==> src/hw/rtl/lsbse_pkg.sv <==
// Shared types and constants for the LSB steganography extractor.
// No dependencies; every other file of the block imports this package.
package lsbse_pkg;

  localparam int CFG_IDX_W = 2;

  // Configuration register indexes
  localparam logic [CFG_IDX_W-1:0] CFG_MAX_MESSAGE_BYTES = 2'd0;
  localparam logic [CFG_IDX_W-1:0] CFG_IMAGE_BYTES       = 2'd1;

  localparam logic [31:0] MAX_MESSAGE_BYTES_RST = 32'd65535;
  localparam logic [31:0] IMAGE_BYTES_RST       = 32'hFFFF_FFFF;

  typedef logic [1:0] status_t;
  localparam status_t ST_DATA      = 2'd0;
  localparam status_t ST_EMPTY     = 2'd1;
  localparam status_t ST_TOO_LONG  = 2'd2;
  localparam status_t ST_TOO_SMALL = 2'd3;

  typedef enum logic [2:0] {
    PH_IDLE   = 3'b001,
    PH_HEADER = 3'b010,
    PH_BODY   = 3'b100
  } phase_t;

  typedef struct packed {
    logic [31:0] max_message_bytes;
    logic [31:0] image_bytes;
  } cfg_t;

  typedef struct packed {
    logic [7:0] message_byte;
    status_t    status;
    logic       last_of_message;
  } result_t;

endpackage

==> src/hw/rtl/lsbse_if.sv <==
// Valid/ready channel interfaces of the LSB steganography extractor.
// Depends on lsbse_pkg for the configuration index width.
interface lsbse_in_if;
  logic       valid;
  logic       ready;
  logic [7:0] pixel_byte;
  logic       start_of_image;
  modport source (output valid, output pixel_byte, output start_of_image, input ready);
  modport sink   (input valid, input pixel_byte, input start_of_image, output ready);
endinterface

interface lsbse_out_if;
  logic       valid;
  logic       ready;
  logic [7:0] message_byte;
  logic [1:0] status;
  logic       last_of_message;
  modport source (output valid, output message_byte, output status,
                  output last_of_message, input ready);
  modport sink   (input valid, input message_byte, input status,
                  input last_of_message, output ready);
endinterface

interface lsbse_cfg_if;
  import lsbse_pkg::*;
  logic                 valid;
  logic                 ready;
  logic [CFG_IDX_W-1:0] index;
  logic [31:0]          data;
  modport source (output valid, output index, output data, input ready);
  modport sink   (input valid, input index, input data, output ready);
endinterface

==> src/hw/rtl/lsbse_core.sv <==
// Input register and decode state of the LSB steganography extractor.
// Depends on lsbse_pkg and the lsbse_in_if interface.
module lsbse_core #(
  parameter int HEADER_BITS = 32
) (
  input  logic              clk,
  input  logic              rst_n,
  lsbse_in_if.sink          in_ch,
  input  lsbse_pkg::cfg_t   cfg,
  input  logic              buf_ready,
  output logic              push,
  output lsbse_pkg::result_t push_data
);
  import lsbse_pkg::*;

  localparam int CNT_W  = $clog2(HEADER_BITS + 1);
  localparam int NEED_W = (HEADER_BITS + 4 > 32) ? HEADER_BITS + 4 : 32;
  localparam logic [CNT_W-1:0] HDR_LAST = CNT_W'(HEADER_BITS);

  logic                   s1_v_r, s1_v_nxt;
  logic                   s1_bit_r;
  logic                   s1_start_r;
  phase_t                 phase_r, phase_nxt;
  logic [CNT_W-1:0]       hcnt_r, hcnt_nxt;
  logic [HEADER_BITS-1:0] len_r, len_nxt;
  logic [HEADER_BITS-1:0] rem_r, rem_nxt;
  logic [2:0]             bib_r, bib_nxt;
  logic [7:0]             bs_r, bs_nxt;

  phase_t                 cur_phase;
  logic [CNT_W-1:0]       cur_hcnt;
  logic [HEADER_BITS-1:0] cur_len;
  logic [HEADER_BITS-1:0] cur_rem;
  logic [2:0]             cur_bib;
  logic [7:0]             cur_bs;
  logic [HEADER_BITS-1:0] shifted_len;
  logic [CNT_W-1:0]       hcnt_inc;
  logic [7:0]             shifted_bs;
  logic [HEADER_BITS-1:0] rem_dec;
  logic [NEED_W-1:0]      len_ext;
  logic [NEED_W-1:0]      need;
  logic                   too_long;
  logic                   too_small;
  logic                   adv;
  logic                   emit;
  result_t                res;

  assign in_ch.ready = !s1_v_r || buf_ready;
  assign adv         = s1_v_r && buf_ready;

  always_comb begin
    s1_v_nxt = s1_v_r;
    if (in_ch.valid && in_ch.ready) begin
      s1_v_nxt = 1'b1;
    end else if (adv) begin
      s1_v_nxt = 1'b0;
    end
  end

  // A start request restarts decoding before its own bit is taken.
  always_comb begin
    if (s1_start_r) begin
      cur_phase = PH_HEADER;
      cur_hcnt  = '0;
      cur_len   = '0;
      cur_rem   = '0;
      cur_bib   = '0;
      cur_bs    = '0;
    end else begin
      cur_phase = phase_r;
      cur_hcnt  = hcnt_r;
      cur_len   = len_r;
      cur_rem   = rem_r;
      cur_bib   = bib_r;
      cur_bs    = bs_r;
    end
  end

  assign shifted_len = {cur_len[HEADER_BITS-2:0], s1_bit_r};
  assign hcnt_inc    = cur_hcnt + CNT_W'(1);
  assign shifted_bs  = {cur_bs[6:0], s1_bit_r};
  assign rem_dec     = cur_rem - HEADER_BITS'(1);
  assign len_ext     = NEED_W'(shifted_len);
  assign need        = NEED_W'(HEADER_BITS) + (len_ext << 3);
  assign too_long    = len_ext > NEED_W'(cfg.max_message_bytes);
  assign too_small   = need > NEED_W'(cfg.image_bytes);

  always_comb begin
    phase_nxt = cur_phase;
    hcnt_nxt  = cur_hcnt;
    len_nxt   = cur_len;
    rem_nxt   = cur_rem;
    bib_nxt   = cur_bib;
    bs_nxt    = cur_bs;
    emit      = 1'b0;
    res.message_byte    = '0;
    res.status          = ST_DATA;
    res.last_of_message = 1'b0;
    case (cur_phase)
      PH_HEADER: begin
        len_nxt  = shifted_len;
        hcnt_nxt = hcnt_inc;
        if (hcnt_inc == HDR_LAST) begin
          phase_nxt           = PH_IDLE;
          res.last_of_message = 1'b1;
          if (too_long) begin
            emit       = 1'b1;
            res.status = ST_TOO_LONG;
          end else if (too_small) begin
            emit       = 1'b1;
            res.status = ST_TOO_SMALL;
          end else if (shifted_len == '0) begin
            emit       = 1'b1;
            res.status = ST_EMPTY;
          end else begin
            rem_nxt   = shifted_len;
            bib_nxt   = '0;
            bs_nxt    = '0;
            phase_nxt = PH_BODY;
          end
        end
      end
      PH_BODY: begin
        bs_nxt  = shifted_bs;
        bib_nxt = cur_bib + 3'd1;
        if (cur_bib == 3'd7) begin
          bs_nxt              = '0;
          rem_nxt             = rem_dec;
          emit                = 1'b1;
          res.message_byte    = shifted_bs;
          res.last_of_message = (rem_dec == '0);
          if (rem_dec == '0) begin
            phase_nxt = PH_IDLE;
          end
        end
      end
      default: begin
        // Idle: the byte is dropped and nothing changes.
      end
    endcase
  end

  assign push      = adv && emit;
  assign push_data = res;

  always_ff @(posedge clk) begin
    if (!rst_n) begin
      s1_v_r     <= 1'b0;
      s1_start_r <= 1'b0;
      phase_r    <= PH_IDLE;
      hcnt_r     <= '0;
      len_r      <= '0;
      rem_r      <= '0;
      bib_r      <= '0;
      bs_r       <= '0;
    end else begin
      s1_v_r <= s1_v_nxt;
      if (in_ch.valid && in_ch.ready) begin
        s1_start_r <= in_ch.start_of_image;
      end
      if (adv) begin
        phase_r <= phase_nxt;
        hcnt_r  <= hcnt_nxt;
        len_r   <= len_nxt;
        rem_r   <= rem_nxt;
        bib_r   <= bib_nxt;
        bs_r    <= bs_nxt;
      end
    end
  end

  always_ff @(posedge clk) begin
    if (in_ch.valid && in_ch.ready) begin
      s1_bit_r <= in_ch.pixel_byte[0];
    end
  end

  a_err_is_last: assert property (@(posedge clk) disable iff (!rst_n)
    push && push_data.status != ST_DATA |-> push_data.last_of_message)
    else $error("non-data result without last flag");

  a_last_goes_idle: assert property (@(posedge clk) disable iff (!rst_n)
    push && push_data.last_of_message |=> phase_r == PH_IDLE)
    else $error("decoder not idle after final result");

endmodule

==> src/hw/rtl/lsbse_out_buf.sv <==
// Two-entry output register with skid stage for the extractor's results.
// Depends on lsbse_pkg and the lsbse_out_if interface.
module lsbse_out_buf (
  input  logic               clk,
  input  logic               rst_n,
  input  logic               push,
  input  lsbse_pkg::result_t push_data,
  output logic               buf_ready,
  lsbse_out_if.source        out_ch
);
  import lsbse_pkg::*;

  logic    out_v_r, out_v_nxt;
  logic    sk_v_r, sk_v_nxt;
  result_t out_d_r, out_d_nxt;
  result_t sk_d_r, sk_d_nxt;
  logic    pop;

  assign pop       = out_v_r && out_ch.ready;
  assign buf_ready = !sk_v_r;

  always_comb begin
    out_v_nxt = out_v_r;
    out_d_nxt = out_d_r;
    sk_v_nxt  = sk_v_r;
    sk_d_nxt  = sk_d_r;
    if (!out_v_r || pop) begin
      if (sk_v_r) begin
        out_v_nxt = 1'b1;
        out_d_nxt = sk_d_r;
        sk_v_nxt  = 1'b0;
      end else begin
        out_v_nxt = push;
        out_d_nxt = push_data;
      end
    end else if (push) begin
      // Output held by the receiver: park the new result in the skid stage.
      sk_v_nxt = 1'b1;
      sk_d_nxt = push_data;
    end
  end

  always_ff @(posedge clk) begin
    if (!rst_n) begin
      out_v_r <= 1'b0;
      sk_v_r  <= 1'b0;
    end else begin
      out_v_r <= out_v_nxt;
      sk_v_r  <= sk_v_nxt;
    end
  end

  always_ff @(posedge clk) begin
    out_d_r <= out_d_nxt;
    sk_d_r  <= sk_d_nxt;
  end

  assign out_ch.valid           = out_v_r;
  assign out_ch.message_byte    = out_d_r.message_byte;
  assign out_ch.status          = out_d_r.status;
  assign out_ch.last_of_message = out_d_r.last_of_message;

  a_skid_behind_out: assert property (@(posedge clk) disable iff (!rst_n)
    sk_v_r |-> out_v_r)
    else $error("skid entry held with empty output register");

  a_no_push_when_full: assert property (@(posedge clk) disable iff (!rst_n)
    !buf_ready |-> !push)
    else $error("result pushed into a full buffer");

endmodule

==> src/hw/rtl/lsb_stego_extractor.sv <==
// Top level of the LSB steganography extractor: configuration registers,
// decode core and output buffer. Depends on lsbse_pkg, lsbse_if, lsbse_core
// and lsbse_out_buf.
//
// Usage: carrier image bytes enter on in_ch, one per request; set
// start_of_image on the first byte of each image. Bit 0 of the first
// HEADER_BITS bytes gives the message length, most significant bit first.
// Results leave on out_ch: data bytes (status 0), an empty-message marker or
// an error code, with last_of_message on the final result of each image.
// cfg_ch writes max_message_bytes (index 0) and image_bytes (index 1); it is
// always ready. It must be written only while no request is in flight; the
// block itself does not enforce this. Throughput is one byte per cycle while
// the output is not stalled; a result passes through the input register, then
// the output register. When the receiver stalls, one further result is parked
// in a skid stage and then in_ch.ready drops until the output drains.
// Reset (synchronous, rst_n low) returns the decoder to idle, empties the
// buffers and restores the configuration defaults; bytes before the first
// start request are dropped.
module lsb_stego_extractor #(
  parameter int HEADER_BITS = 32
) (
  input  logic         clk,
  input  logic         rst_n,
  lsbse_in_if.sink     in_ch,
  lsbse_out_if.source  out_ch,
  lsbse_cfg_if.sink    cfg_ch
);
  import lsbse_pkg::*;

  cfg_t    cfg_r, cfg_nxt;
  logic    buf_ready;
  logic    push;
  result_t push_data;

  assign cfg_ch.ready = 1'b1;

  always_comb begin
    cfg_nxt = cfg_r;
    if (cfg_ch.valid) begin
      case (cfg_ch.index)
        CFG_MAX_MESSAGE_BYTES: cfg_nxt.max_message_bytes = cfg_ch.data;
        CFG_IMAGE_BYTES:       cfg_nxt.image_bytes       = cfg_ch.data;
        default: begin
          // Unknown index: the write is dropped.
        end
      endcase
    end
  end

  always_ff @(posedge clk) begin
    if (!rst_n) begin
      cfg_r.max_message_bytes <= MAX_MESSAGE_BYTES_RST;
      cfg_r.image_bytes       <= IMAGE_BYTES_RST;
    end else begin
      cfg_r <= cfg_nxt;
    end
  end

  lsbse_core #(
    .HEADER_BITS(HEADER_BITS)
  ) u_core (
    .clk       (clk),
    .rst_n     (rst_n),
    .in_ch     (in_ch),
    .cfg       (cfg_r),
    .buf_ready (buf_ready),
    .push      (push),
    .push_data (push_data)
  );

  lsbse_out_buf u_out_buf (
    .clk       (clk),
    .rst_n     (rst_n),
    .push      (push),
    .push_data (push_data),
    .buf_ready (buf_ready),
    .out_ch    (out_ch)
  );

endmodule
==> src/flat_wrapper.sv <==
// flat-port wrapper written by rule: the top's interface ports become plain ports
module lsb_stego_extractor_flat import lsbse_pkg::*;
#(
  parameter int HEADER_BITS = 32
)
  (clk, rst_n, in_ch_valid, in_ch_pixel_byte, in_ch_start_of_image, in_ch_ready, out_ch_valid, out_ch_message_byte, out_ch_status, out_ch_last_of_message, out_ch_ready, cfg_ch_valid, cfg_ch_index, cfg_ch_data, cfg_ch_ready);
  lsbse_in_if in_ch_i ();
  lsbse_out_if out_ch_i ();
  lsbse_cfg_if cfg_ch_i ();
  input  logic clk;
  input  logic rst_n;
  input wire logic [$bits(in_ch_i.valid)-1:0] in_ch_valid;
  input wire logic [$bits(in_ch_i.pixel_byte)-1:0] in_ch_pixel_byte;
  input wire logic [$bits(in_ch_i.start_of_image)-1:0] in_ch_start_of_image;
  output wire logic [$bits(in_ch_i.ready)-1:0] in_ch_ready;
  output wire logic [$bits(out_ch_i.valid)-1:0] out_ch_valid;
  output wire logic [$bits(out_ch_i.message_byte)-1:0] out_ch_message_byte;
  output wire logic [$bits(out_ch_i.status)-1:0] out_ch_status;
  output wire logic [$bits(out_ch_i.last_of_message)-1:0] out_ch_last_of_message;
  input wire logic [$bits(out_ch_i.ready)-1:0] out_ch_ready;
  input wire logic [$bits(cfg_ch_i.valid)-1:0] cfg_ch_valid;
  input wire logic [$bits(cfg_ch_i.index)-1:0] cfg_ch_index;
  input wire logic [$bits(cfg_ch_i.data)-1:0] cfg_ch_data;
  output wire logic [$bits(cfg_ch_i.ready)-1:0] cfg_ch_ready;
  assign in_ch_i.valid = in_ch_valid;
  assign in_ch_i.pixel_byte = in_ch_pixel_byte;
  assign in_ch_i.start_of_image = in_ch_start_of_image;
  assign in_ch_ready = in_ch_i.ready;
  assign out_ch_valid = out_ch_i.valid;
  assign out_ch_message_byte = out_ch_i.message_byte;
  assign out_ch_status = out_ch_i.status;
  assign out_ch_last_of_message = out_ch_i.last_of_message;
  assign out_ch_i.ready = out_ch_ready;
  assign cfg_ch_i.valid = cfg_ch_valid;
  assign cfg_ch_i.index = cfg_ch_index;
  assign cfg_ch_i.data = cfg_ch_data;
  assign cfg_ch_ready = cfg_ch_i.ready;
  lsb_stego_extractor #(.HEADER_BITS(HEADER_BITS)) u_core (.clk(clk), .rst_n(rst_n), .in_ch(in_ch_i), .out_ch(out_ch_i), .cfg_ch(cfg_ch_i));
endmodule
==> config.mk <==
export PLATFORM = sky130hd
export DESIGN_NAME = lsb_stego_extractor_flat
export DESIGN_NICKNAME = d
export VERILOG_FILES = /design/src/hw/rtl/lsbse_pkg.sv /design/src/hw/rtl/lsbse_if.sv /design/src/hw/rtl/lsbse_core.sv /design/src/hw/rtl/lsbse_out_buf.sv /design/src/hw/rtl/lsb_stego_extractor.sv /design/src/flat_wrapper.sv
export SDC_FILE = /design/constraint.sdc
export NUM_CORES = 1
export LEC_CHECK = 0
export BUFFER_PORTS_ARGS = -buffer_cell sky130_fd_sc_hd__buf_2
export CAP_MARGIN = 5
export CORE_ASPECT_RATIO = 0.7
export CORE_MARGIN = 5
export CORE_UTILIZATION = 55
export CTS_CLUSTER_DIAMETER = 100
export DETAILED_ROUTE_END_ITERATION = 7
export GPL_ROUTABILITY_DRIVEN = 0
export HOLD_SLACK_MARGIN = 0.15
export PLACE_DENSITY = 0.73
export SLEW_MARGIN = 20
export SYNTH_ARGS = -nofsm -noshare
export SYNTH_HDL_FRONTEND = slang
export SYNTH_SLANG_ARGS = --single-unit
==> constraint.sdc <==
create_clock -name clk -period 15.24 [get_ports clk]
set_clock_uncertainty 0.15 [all_clocks]
set_input_delay 1.524 -clock clk [delete_from_list [all_inputs] [get_ports clk]]
set_output_delay 1.524 -clock clk [all_outputs]
set_load 0.005 [all_outputs]
# Word level (Yosys, flattened, before mapping)
# Index checks and enable logic that the tools add are counted.
[totals]
reg_bits = 174
in_bits = 48
out_inout_bits = 14
wordCells = 100
[classes]
addsub = 4
order_cmp = 2
eq_ne = 5
n_mux = 51
bitwise = 2
n_reduce_logical = 17
[op_table]
columns = ["cell", "n"]
rows = [
  ["$mux 32", 6],
  ["$logic_not 32->1", 2],
  ["$mux 8", 8],
  ["$pmux 32 s2", 1],
  ["$mux 31", 2],
  ["$mux 3", 13],
  ["$add 6x35->36 const A", 1],
  ["$gt 36x32->1", 1],
  ["$gt 32x32->1", 1],
  ["$sub 32x1->32 const B", 1],
  ["$pmux 8 s2", 1],
  ["$mux 6", 2],
  ["$pmux 3 s2", 2],
  ["$mux 11", 1],
  ["$mux 1", 10],
  ["$add 6x1->6 const B", 1],
  ["$eq 3x3->1 const B", 2],
  ["$eq 6x6->1 const B", 1],
  ["$mux 2", 3],
  ["$reduce_and 2->1", 3],
  ["$logic_and 1x1->1", 4],
  ["$pmux 1 s2", 2],
  ["$add 3x1->3 const B", 1],
  ["$eq 3x2->1 const B", 1],
  ["other kinds (7)", 11],
]

# Longest topological paths before layout
[depth]
ltp_word = 9
mapped_depth = 20
depth_no_buf = 17

# Hierarchy
# Synthesis repeated with hierarchy kept, for this count alone.
[hier_totals]
hier_cells = 1414
hier_area_um2 = 11272.1
[by_module_without_submodules]
columns = ["mod", "n_inst", "cells_per_inst", "area_per_inst_um2"]
rows = [
  ["lsbse_core", 1, 1103, 7603.5],
  ["lsb_stego_extractor", 1, 268, 2788.9],
  ["lsbse_out_buf", 1, 43, 879.6],
]

# Worst setup path after synthesis
# No wires, ideal clock.
[synth_path]
kind = "register -> register"
startpoint = "register u_core.u_core.s1_start_r"
endpoint = "register u_core.u_out_buf.sk_d_r[0] in the netlist's numbering (enable)"
arrival_ns = 4.784
slack_ns = 9.913
stages_incl_launch_ff = 18
period_less_slack_ns = 5.327
path_cell_list = "dfxtp_1 -> clkbuf_1 -> clkbuf_1 -> buf_1 -> clkbuf_1 -> clkbuf_1 -> clkbuf_1 -> buf_1 -> nor2_1 -> ha_1 -> and4_1 -> nor4bb_1 -> a221oi_1 -> o221ai_1 -> a32oi_1 -> a41oi_1 -> nor2_1 -> nor3_1"
[synth_via]
elab_chain_cells = 9
[synth_rtl]
columns = ["item", "line_no", "text"]
rows = [
  ["from (decl)", "lsbse_core.sv:22", "logic s1_start_r;"],
  ["from (signal assigned)", "lsbse_core.sv:159", "s1_start_r <= in_ch.start_of_image;"],
  ["$mux 31", "lsbse_core.sv:62", "if (s1_start_r) begin"],
  ["$add 6x35->36 or $logic_not 32->1 (tied branches)", "lsbse_core.sv:84, lsbse_core.sv:112", ""],
  ["$gt 36x32->1 or $mux 1 (tied branches)", "lsbse_core.sv:86, lsbse_core.sv:112", ""],
  ["$mux 1", "lsbse_core.sv:109", "end else if (too_small) begin"],
  ["$mux 1", "lsbse_core.sv:106", "if (too_long) begin"],
  ["$mux 1", "lsbse_core.sv:103", "if (hcnt_inc == HDR_LAST) begin"],
  ["$pmux 1 s2 *", "lsbse_core.sv:99", "case (cur_phase)"],
  ["$logic_and 1x1->1 *", "lsbse_core.sv:143", "assign push = adv && emit;"],
  ["$reduce_and 2->1 (no line) *", "n/a", ""],
  ["to (signal assigned)", "lsbse_out_buf.sv:55", "sk_d_r <= sk_d_nxt;"],
  ["to (decl)", "lsbse_out_buf.sv:16", "result_t sk_d_r, sk_d_nxt;"],
]
# Mark *: on every way between the ends. The rest lies on a longest branch, timed or not.
# A chain may end at the register's enable or synchronous reset.

# Final worst setup path
[layout_path]
startpoint = "register u_core.u_core.s1_start_r"
endpoint = "register u_core.u_core.rem_r[3]"
[layout_via]
elab_chain_cells = 7
[layout_rtl]
columns = ["item", "line_no", "text"]
rows = [
  ["$mux 31", "lsbse_core.sv:62", ""],
  ["$add 6x35->36 or $logic_not 32->1 (tied branches)", "lsbse_core.sv:84, lsbse_core.sv:112", ""],
  ["$gt 36x32->1 or $mux 32 (tied branches)", "lsbse_core.sv:86, lsbse_core.sv:112", ""],
  ["$mux 32", "lsbse_core.sv:109", ""],
  ["$mux 32", "lsbse_core.sv:106", ""],
  ["$mux 32", "lsbse_core.sv:103", ""],
  ["$pmux 32 s2 *", "lsbse_core.sv:99", ""],
  ["to (signal assigned)", "lsbse_core.sv:165", "rem_r <= rem_nxt;"],
  ["to (decl)", "lsbse_core.sv:26", "logic [HEADER_BITS-1:0] rem_r, rem_nxt;"],
]
# Marked as above.

==> impl_metrics.toml <==
[global_route]
track_usage_pct = 27.9
met3_usage_pct = 5.76
grt_max_degree = 81
grt_pass1_vias = 9720
top_usage_layer = "met1"
gr-usage-met1_pct = 42.4
use_met2_pct = 40.0
grt_overflow = 0
antenna_found_initial = 0
grt_first_pass_wirelength_mm = 51.8

[cts]
clk_latency_ps = 450
root_buffer = "clkbuf_16"
cts_buffers = 17
clockBufferDepth = 2
clk_pin_slew_ps = 70
cts_setup_buffers = 0
ctsHoldBuffers = 0
post_cts_resized = 0
cts.sinks = 173
cts_tree = "built"
htreeDepth = 4

[detailed_routing]
antenna_left = 0
drc = 0
routed_wl_mm = 32.3
viasPerCell = 6.36
dr.pass1.iters = 6
wl_per_cell_um = 19.0
drt_iter0_drc = 1311
num_vias = 10800

[placement]
port-buffer-count = 53
preCtsSetupSlack_ps = 9390
place_hpwl_mm = 22.2

[finish]
antenna_cells = 0
area_growth_syn_to_layout_pct = 8.80
register_area_um2 = 3700
multi_input_area_um2 = 6630
mostFrequentLayoutCells = "nand2_1 (188), dfxtp_1 (149), nor2_1 (126)"
fillCellCount = 1828
nNetsFinal = 1531
drive_gt1_share_pct = 9.50
layout_commonest_cell = "nand2_1"
finalCoreUtilization_pct = 60.7

[floorplanning]
dieHeight_um = 128
ios = 62
die_area_um2 = 23000
die_x_um = 179
start_util_pct = 55.8
rows = 43
core_area_um2 = 19700

[sta]
setup-violations-final = 0
hold_violations = 0
period_needed_ps = 6070
worstMarginPinSlew_ps = 1040
rsz0062_at_grt = "no"
fin_crit_sh_pct = 39.8
fin_ws_ps = 9170
slew_viol_final = 0
relSlewSlack_pct = 30.8
max_freq_ghz = 0.165
tns_ps = 0

[setup_path]
cp_num_buf_inv = 2
path_class = "reg2reg"
worst-path-stages = 17
cp_data_arrival_time_ps = 6260
path_delay_family = "simple AND/OR/NAND/NOR gates"
end_kind = "register"
rr_worst_depth = 17
critPathLaunchType = "register"
slowest_delay_ps = 790
path_cells = "and2b_1, inv_1, or4_1, nor2_1, nand3_1, xnor2_1, ha_1, nand4_1, nor4bb_1, and3_1, a31oi_1, a21oi_1, nand4_1, buf_4, a22o_1, a221oi_1, nor2_1"
critPathRequiredTime_ps = 15420
crit_path_top_delay_cell = "nor4bb_1"
crit_fanout = 50

[power_and_ir_drop]
p_sw_mw = 0.295
sw_frac_of_total_pct = 26.7
power_mw = 1.10
seqPwrFrac_pct = 43.6
ir_drop_uv = 80.7
combPwrFrac_pct = 11.4
power.internal_mw = 0.808
clkPwrFrac_pct = 45.0
leakage_nw = 5.08
powerDensity_nw_per_um2 = 91.9

[synthesis]
avgSynthCellArea_um2 = 7.66
synth_cell_types = 71
synth_enable_flop_cells = 23
synthCells = 1440
synth_ff_type = "dfxtp_1"
ys_seq_area_share_pct = 33.5
syn_nets = 1553
ys_warn_count = 0
netlist_area_um2 = 11000
synth-seq-cells = 173
async_flop_share_pct = 0

[outcome]
status = "finished clean"

[hold_path]
hold_path.class = "reg2reg"
min_delay_path_depth = 2

[run]
cap_violations = 0
## worst min-delay path, delay by kind of cell (launching register included)
| family | cells | cell delay [ps] |
|---|---|---|
| flip-flops | 1 | 310 |
| AO/OA/AOI/OAI | 1 | 50 |
| AND/OR/NAND/NOR | 1 | 50 |
## through the flow
stage	area, µm²	std cells	hold slack, ps
after floorplan	11000	1440	286
after global placement	11300	1669	295
after detailed placement	11300	1669	298
after CTS	12000	1701	307
after global routing	12000	1701	322
final	12000	1701	306
## metal layers
layer,wire length [µm],part of all wire [%],vias to the layer above
li1,-,-,5133
met1,14700,46,5093
met2,13500,42,515
met3,3350,10,72
met4,697,2.2,0
met5,0,0,-
## power by group through the flow
stage / registers [mW] / clock network [mW] / logic, mW
floorplan: 0.485 / 0 / 0.0908
global placement: 0.491 / 0 / 0.118
detailed placement: 0.491 / 0 / 0.121
CTS: 0.481 / 0.498 / 0.122
global route: 0.482 / 0.519 / 0.137
finish: 0.481 / 0.496 / 0.125
## cell families (layout without fill, tap and decap cells)
kind of cell    Yosys count  count (layout)  synth area share, %
flops                   173             173                 33.5
simple gates            574             574                 25.6
xor+xnor                 36              36                 2.86
other cells               1               1               0.0340
mux                      14              14                 1.40
fa+ha+maj                65              65                 7.38
compound gates          391             391                 22.8
buf+inv                 186             177                 6.47
## cells in the mapped netlist, types with 9 or more instances
library cell,instances,share of area (%)
and2_1,12,0.68
and3_1,13,0.74
or4_1,13,0.89
edfxtp_1,23,6.3
clkbuf_1,93,3.2
buf_1,12,0.41
o211ai_1,54,3.7
a31oi_1,12,0.68
nor3_1,33,1.5
a22oi_1,32,2.2
inv_1,76,2.6
ha_1,65,7.4
xor2_1,17,1.4
nand4_1,23,1.3
o21ai_0,82,3.7
or3_1,9,0.51
nand3_1,34,1.5
a221oi_1,16,1.3
xnor2_1,19,1.5
mux2_2,11,1.1
a21oi_1,106,4.8
a211oi_1,14,0.95
nor2_1,128,4.4
a21o_1,10,0.68
o22ai_1,14,0.79
or2_2,9,0.51
dfxtp_1,150,27
nor4_1,28,1.6
nor2b_1,44,2.5
nand2_1,188,6.4
## cell type report
class / instances / area share (%)
Multi-Input combinational cell: 1081 / 55.3
Sequential cell: 173 / 30.8
Clock buffer: 17 / 3.55
Timing Repair Buffer: 69 / 3.21
Tap cell: 270 / 2.82
Inverter: 76 / 2.38
Clock inverter: 15 / 1.91
## path summary, 6_finish.rpt
check | from | end | slack (ps)
worst max-delay path | u_core.u_core.s1_start_r | u_core.u_core.rem_r[3] | 9170
worst min-delay path | u_core.cfg_r[52] | u_core.cfg_r[52] | 310
worst max register to register | u_core.u_core.s1_start_r | u_core.u_core.rem_r[3] | 9170
worst min register to register | u_core.cfg_r[52] | u_core.cfg_r[52] | 310
## flip-flops by register name, summed over array words and instances, names as in the netlist, 2 cells and up
| signal | cells |
|---|---|
| u_core.u_core.rem_r | 32 |
| u_core.u_core.hcnt_r | 6 |
| u_core.u_core.bs_r | 7 |
| u_core.u_out_buf.out_ch.message_byte | 8 |
| u_core.u_core.phase_r | 3 |
| u_core.u_core.bib_r | 3 |
| u_core.u_out_buf.out_ch.status | 2 |
| u_core.cfg_r | 64 |
| u_core.u_core.len_r | 31 |
| u_core.u_out_buf.sk_d_r | 11 |
Power figures use the tool's default switching activity.
